==> src/hdl/svgf_pkg.sv <==
package svgf_pkg;

   localparam int unsigned Q_ONE = 65536;
   localparam logic [15:0] ALBEDO_FLOOR = 16'd66;
   localparam logic [15:0] LUM_WR = 16'd13933;
   localparam logic [15:0] LUM_WG = 16'd46871;
   localparam logic [15:0] LUM_WB = 16'd4732;

   // configuration register indexes
   localparam logic CSR_COLOR_ALPHA = 1'b0;
   localparam logic CSR_MOMENT_WEIGHT = 1'b1;

   // side data of the request word as carried through the pipeline
   typedef struct packed {
      logic [31:0] prev_m2;
      logic [15:0] prev_m1;
      logic [47:0] prev_illum;
      logic [5:0]  prev_len;
      logic        reproj;
      logic        valid;
      logic [47:0] radiance;
   } side_type;

   // lane divider control
   typedef struct packed {
      logic [15:0] light;
      logic [15:0] divisor;
   } div_ctl_type;

   // weights
   function automatic logic [16:0] clamp_alpha(input logic [16:0] reg_value);
      logic [16:0] res;
      res = (reg_value > 17'(Q_ONE)) ? 17'(Q_ONE) : reg_value;
      return res;
   endfunction

endpackage

==> src/hdl/svgf_lane.sv <==
// One color channel lane: restoring divider, one quotient bit per pipeline stage.
// Quotient of (light << 16) / divisor, saturated to 16 bits; 34 register stages
// from the inputs to the quotient.
module svgf_lane (
   input  logic                       clock,
   input  logic                       advance,
   input  svgf_pkg::div_ctl_type      ctl,
   output logic [15:0]                quot
);

   localparam int unsigned QBITS = 32;

   // remainder, divisor and quotient per stage
   logic [16:0] rem_ff   [QBITS+1];
   logic [15:0] dvs_ff   [QBITS+1];
   logic [31:0] num_ff   [QBITS+1];
   logic [31:0] q_ff     [QBITS+1];
   logic [15:0] quot_ff;

   always_ff @(posedge clock) begin
      if (advance) begin
         rem_ff[0] <= '0;
         dvs_ff[0] <= ctl.divisor;
         num_ff[0] <= {ctl.light, 16'd0};
         q_ff[0]   <= '0;
         for (int i = 0; i < QBITS; i++) begin
            logic [17:0] trial;
            trial = {rem_ff[i], num_ff[i][31]};
            if (trial >= {2'b00, dvs_ff[i]}) begin
               rem_ff[i+1] <= 17'(trial - {2'b00, dvs_ff[i]});
               q_ff[i+1]   <= {q_ff[i][30:0], 1'b1};
            end else begin
               rem_ff[i+1] <= trial[16:0];
               q_ff[i+1]   <= {q_ff[i][30:0], 1'b0};
            end
            dvs_ff[i+1] <= dvs_ff[i];
            num_ff[i+1] <= {num_ff[i][30:0], 1'b0};
         end
         // saturate
         quot_ff <= (q_ff[QBITS][31:16] != '0) ? 16'hFFFF : q_ff[QBITS][15:0];
      end
   end

   assign quot = quot_ff;

endmodule

==> config.mk <==
export PLATFORM = sky130hd
export DESIGN_NAME = svgf_lane
export DESIGN_NICKNAME = d
export VERILOG_FILES = /design/src/hdl/svgf_pkg.sv /design/src/hdl/svgf_lane.sv
export SDC_FILE = /design/constraint.sdc
export NUM_CORES = 2
export LEC_CHECK = 0
export BUFFER_PORTS_ARGS = -buffer_cell sky130_fd_sc_hd__buf_2
export CAP_MARGIN = 10
export CORE_MARGIN = 2
export CORE_UTILIZATION = 55
export DETAILED_ROUTE_END_ITERATION = 16
export GPL_TIMING_DRIVEN = 0
export PLACE_DENSITY_LB_ADDON = 0.2
export SLEW_MARGIN = 20
export SYNTH_ARGS = -nofsm -noshare
export SYNTH_HDL_FRONTEND = slang
export SYNTH_SLANG_ARGS = --single-unit
==> constraint.sdc <==
create_clock -name clock -period 3.4 [get_ports clock]
set_input_delay 0.68 -clock clock [delete_from_list [all_inputs] [get_ports clock]]
set_output_delay 0.68 -clock clock [all_outputs]
set_load 0.01 [all_outputs]
==> reports/results.tsv <==
metric	value	unit
maximum VDD drop	0.534	mV
Via-to-Cell Ratio	5.60	
via count	50200	
Max Cap Viol	0	
Total GRT Usage	0.220	
clock root buffer	clkbuf_16	
Post-Route WL	170000	µm
WL met2	83000	µm
Die Y-Extent	393	µm
status	complete, no violations	
Hold Path Stages	1	
commonest cells in the netlist	edfxtp_1 (1718), inv_1 (669), ha_1 (497), nand2_1 (438), o21ai_0 (426)	
max-slew violation count	0	
metal3 WL	7080	µm
hpwl dp	122000	µm
mux cell area share after synthesis	0.0241	
fmax	302	MHz
critical path peak fanout	10	
area leader, netlist	edfxtp_1	
Register Area	51600	µm²
top sig layer	met4	
vias in the first global route	49500	
wl on met1	74300	µm
clk sinks	1719	
relative max-transition margin	0.336	
Layout area overhead	12.2	%
worst r2r path cells	13	
Max H-tree Level	4	
clock period minus worst slack	3.32	ns
full die area	154000	µm²
Setup Crit Path Kind	reg2reg	
gr ovfl total	0	
Final Skew	0.0488	ns
initial antenna violation count	0	
layout cells sized above 1	0.109	
Post-synth EDFFs	1718	
complex-gate fraction of the synthesized area	0.110	
Async S/R FF share, synth	0	
post-route ant nets	0	
total iterations of the first detailed-routing run	6	
cells after synthesis	6509	
Synth top area share	0.621	
row count	142	
Synth warnings	0	
#FFs+latches synth	1719	
syn nets	7070	
worst hold path type	in2reg	
WP data arrival	3.87	ns
setup TNS	0	ns
leak pwr	35.9	nW
Reg clk slew, reported paths	0.06	ns
Port Buffers	49	
Nets	7370	
Distinct cells, synth	90	
final worst path period share	0.975	
largest net degree at the start of global routing	106	
Avg Cell Area, Syn	12.8	µm²
Initial Util	0.554	
first-pass GRT wire length	266000	µm
Die Width	393	µm
Iteration-0 DRC Markers	3444	
final setup fails	0	
post-synthesis cell area	83100	µm²
WP data required	3.96	ns
clk_lat worst skew	0.82	ns
placer's final routability congestion estimate	0.912	
most frequent cell after synthesis	edfxtp_1	
Multi-input gate area	28600	µm²
CORE AREA	150000	µm²
DRC	0	
final hold vios	0	
Post-Synth XOR/XNOR Area	0.0335	
Synth Area in Simple Gates	0.0904	
Worst setup EP type	flip-flop	
Worst-Margin Slew	0.996	ns
top cells by area, synth	edfxtp_1 (62%), ha_1 (7.5%), inv_1 (3.0%)	
# fillers	11400	
top_reg_cell synth	edfxtp_1	
TritonCTS clock tree	built	
pwr dens	834	nW/µm²
post-synthesis adder-cell area fraction	0.0821	
clk buf depth	3	
Ports	50	
sequential element share of the synthesized area	0.621	
CTS Buf Count	176	
WL/cell	18.9	µm
final core utilization	0.621	
CP Launch Type	flip-flop	
largest family of logic cells by synthesized area	compound AO/OA/AOI/OAI gates	
-- cells by family (layout without fill, tap and decap cells) --
group | count (synthesis) | count (layout)
other | 0 | 1
multiplexers | 177 | 177
adder cells (fa/ha/maj) | 527 | 527
flip-flops | 1719 | 1719
XOR/XNOR | 318 | 318
AND/OR/NAND/NOR | 1537 | 1537
AO/OA/AOI/OAI | 1420 | 1420
buffers and inverters | 811 | 1254
-- path summary, 6_finish.rpt --
| path | start | slack [ns] | end |
|---|---|---|---|
| hold / removal | ctl[26] | 0.07 | num_ff[0][25] |
| setup / recovery | num_ff[0][61] | 0.08 | rem_ff[2][14] |
| hold reg to reg | q_ff[24][9] | 0.39 | q_ff[25][10] |
| setup reg to reg | num_ff[0][61] | 0.08 | rem_ff[2][14] |
-- critical path, stage by stage (launching register included) --
cell and delay, ns:
edfxtp_1 0.41, inv_1 0.08, ha_1 0.21, fa_2 0.24
nor2b_1 0.06, o21ai_1 0.21, a21boi_2 0.12, o31ai_4 0.30
a31oi_2 0.21, o41ai_4 0.33, and2_1 0.18, buf_4 0.18
buf_6 0.17, mux2_2 0.35
-- cells in the final DEF (no fill, tap or decap), drive strengths merged, types with 33 or more instances in the layout --
cell type / count
nand4: 72
clkbuf: 296
nor2: 358
nand2b: 75
clkinv: 73
nor3: 109
nor4: 47
a21boi: 39
buf: 140
nand2: 438
o21ai: 442
inv: 686
a31oi: 39
nor2b: 88
mux2: 163
a211oi: 45
or2: 43
o21a: 82
and2: 55
ha: 497
edfxtp: 1718
and3: 40
o31ai: 66
xnor2: 164
xor2: 154
a21o: 133
a21oi: 349
nand3: 115
o31a: 33
-- area by class of cell --
cell class | instances | area share
inverter | 676 | 0.0272
clock buffer | 207 | 0.0490
antenna | 1 | 0.0000269
multi-input combinational | 3979 | 0.306
tap | 2016 | 0.0271
clock inverter | 114 | 0.0149
timing repair buffer | 122 | 0.0136
buffer | 135 | 0.00787
sequential | 1719 | 0.554
-- sequential cells by signal, indices dropped and copies added, names as in the netlist --
| signal | count |
|---|---|
| dvs_ff | 512 |
| num_ff | 136 |
| q_ff | 528 |
| quot | 16 |
| rem_ff | 527 |
-- power breakdown --
group / total [W] / leakage [nW] / internal [W] / switching, W
logic: 0.0267 / 16.4 / 0.0118 / 0.0150
registers: 0.0314 / 16.6 / 0.0290 / 0.00238
clock network: 0.0196 / 2.87 / 0.0113 / 0.00827
total: 0.0777 / 35.9 / 0.0521 / 0.0256
-- through the flow --
step	instances	setup slack (ns)	hold WS [ns]	area (µm²)	total power (W)
global placement	8574	-15.12	0.400	85800	0.0572
global route	8968	-0.0126	0.0295	93200	0.0824
finish	8969	0.0838	0.0691	93200	0.0777
detailed placement	8593	-1.78	0.405	86300	0.0575
CTS	8952	0.000924	0.0143	92800	0.0776
floorplan	6509	0.437	0.400	83100	0.0509
-- what timing repair did --
action	CTS	global route
cloned	2	1
buffers inserted	10	15
endpoints found under the hold margin	26	0
pin swaps	8	18
hold buffers	26	0
gates resized for setup	30	75
setup endpoints to repair	577	216
-- metal layers --
layer / GRT usage / vias up
li1: - / 24600
met1: 0.290 / 24200
met4: 0.0757 / 0
met3: 0.0284 / 323
met5: 0 / -
met2: 0.375 / 1150
No activity file was read; power rests on OpenSTA's default activity.
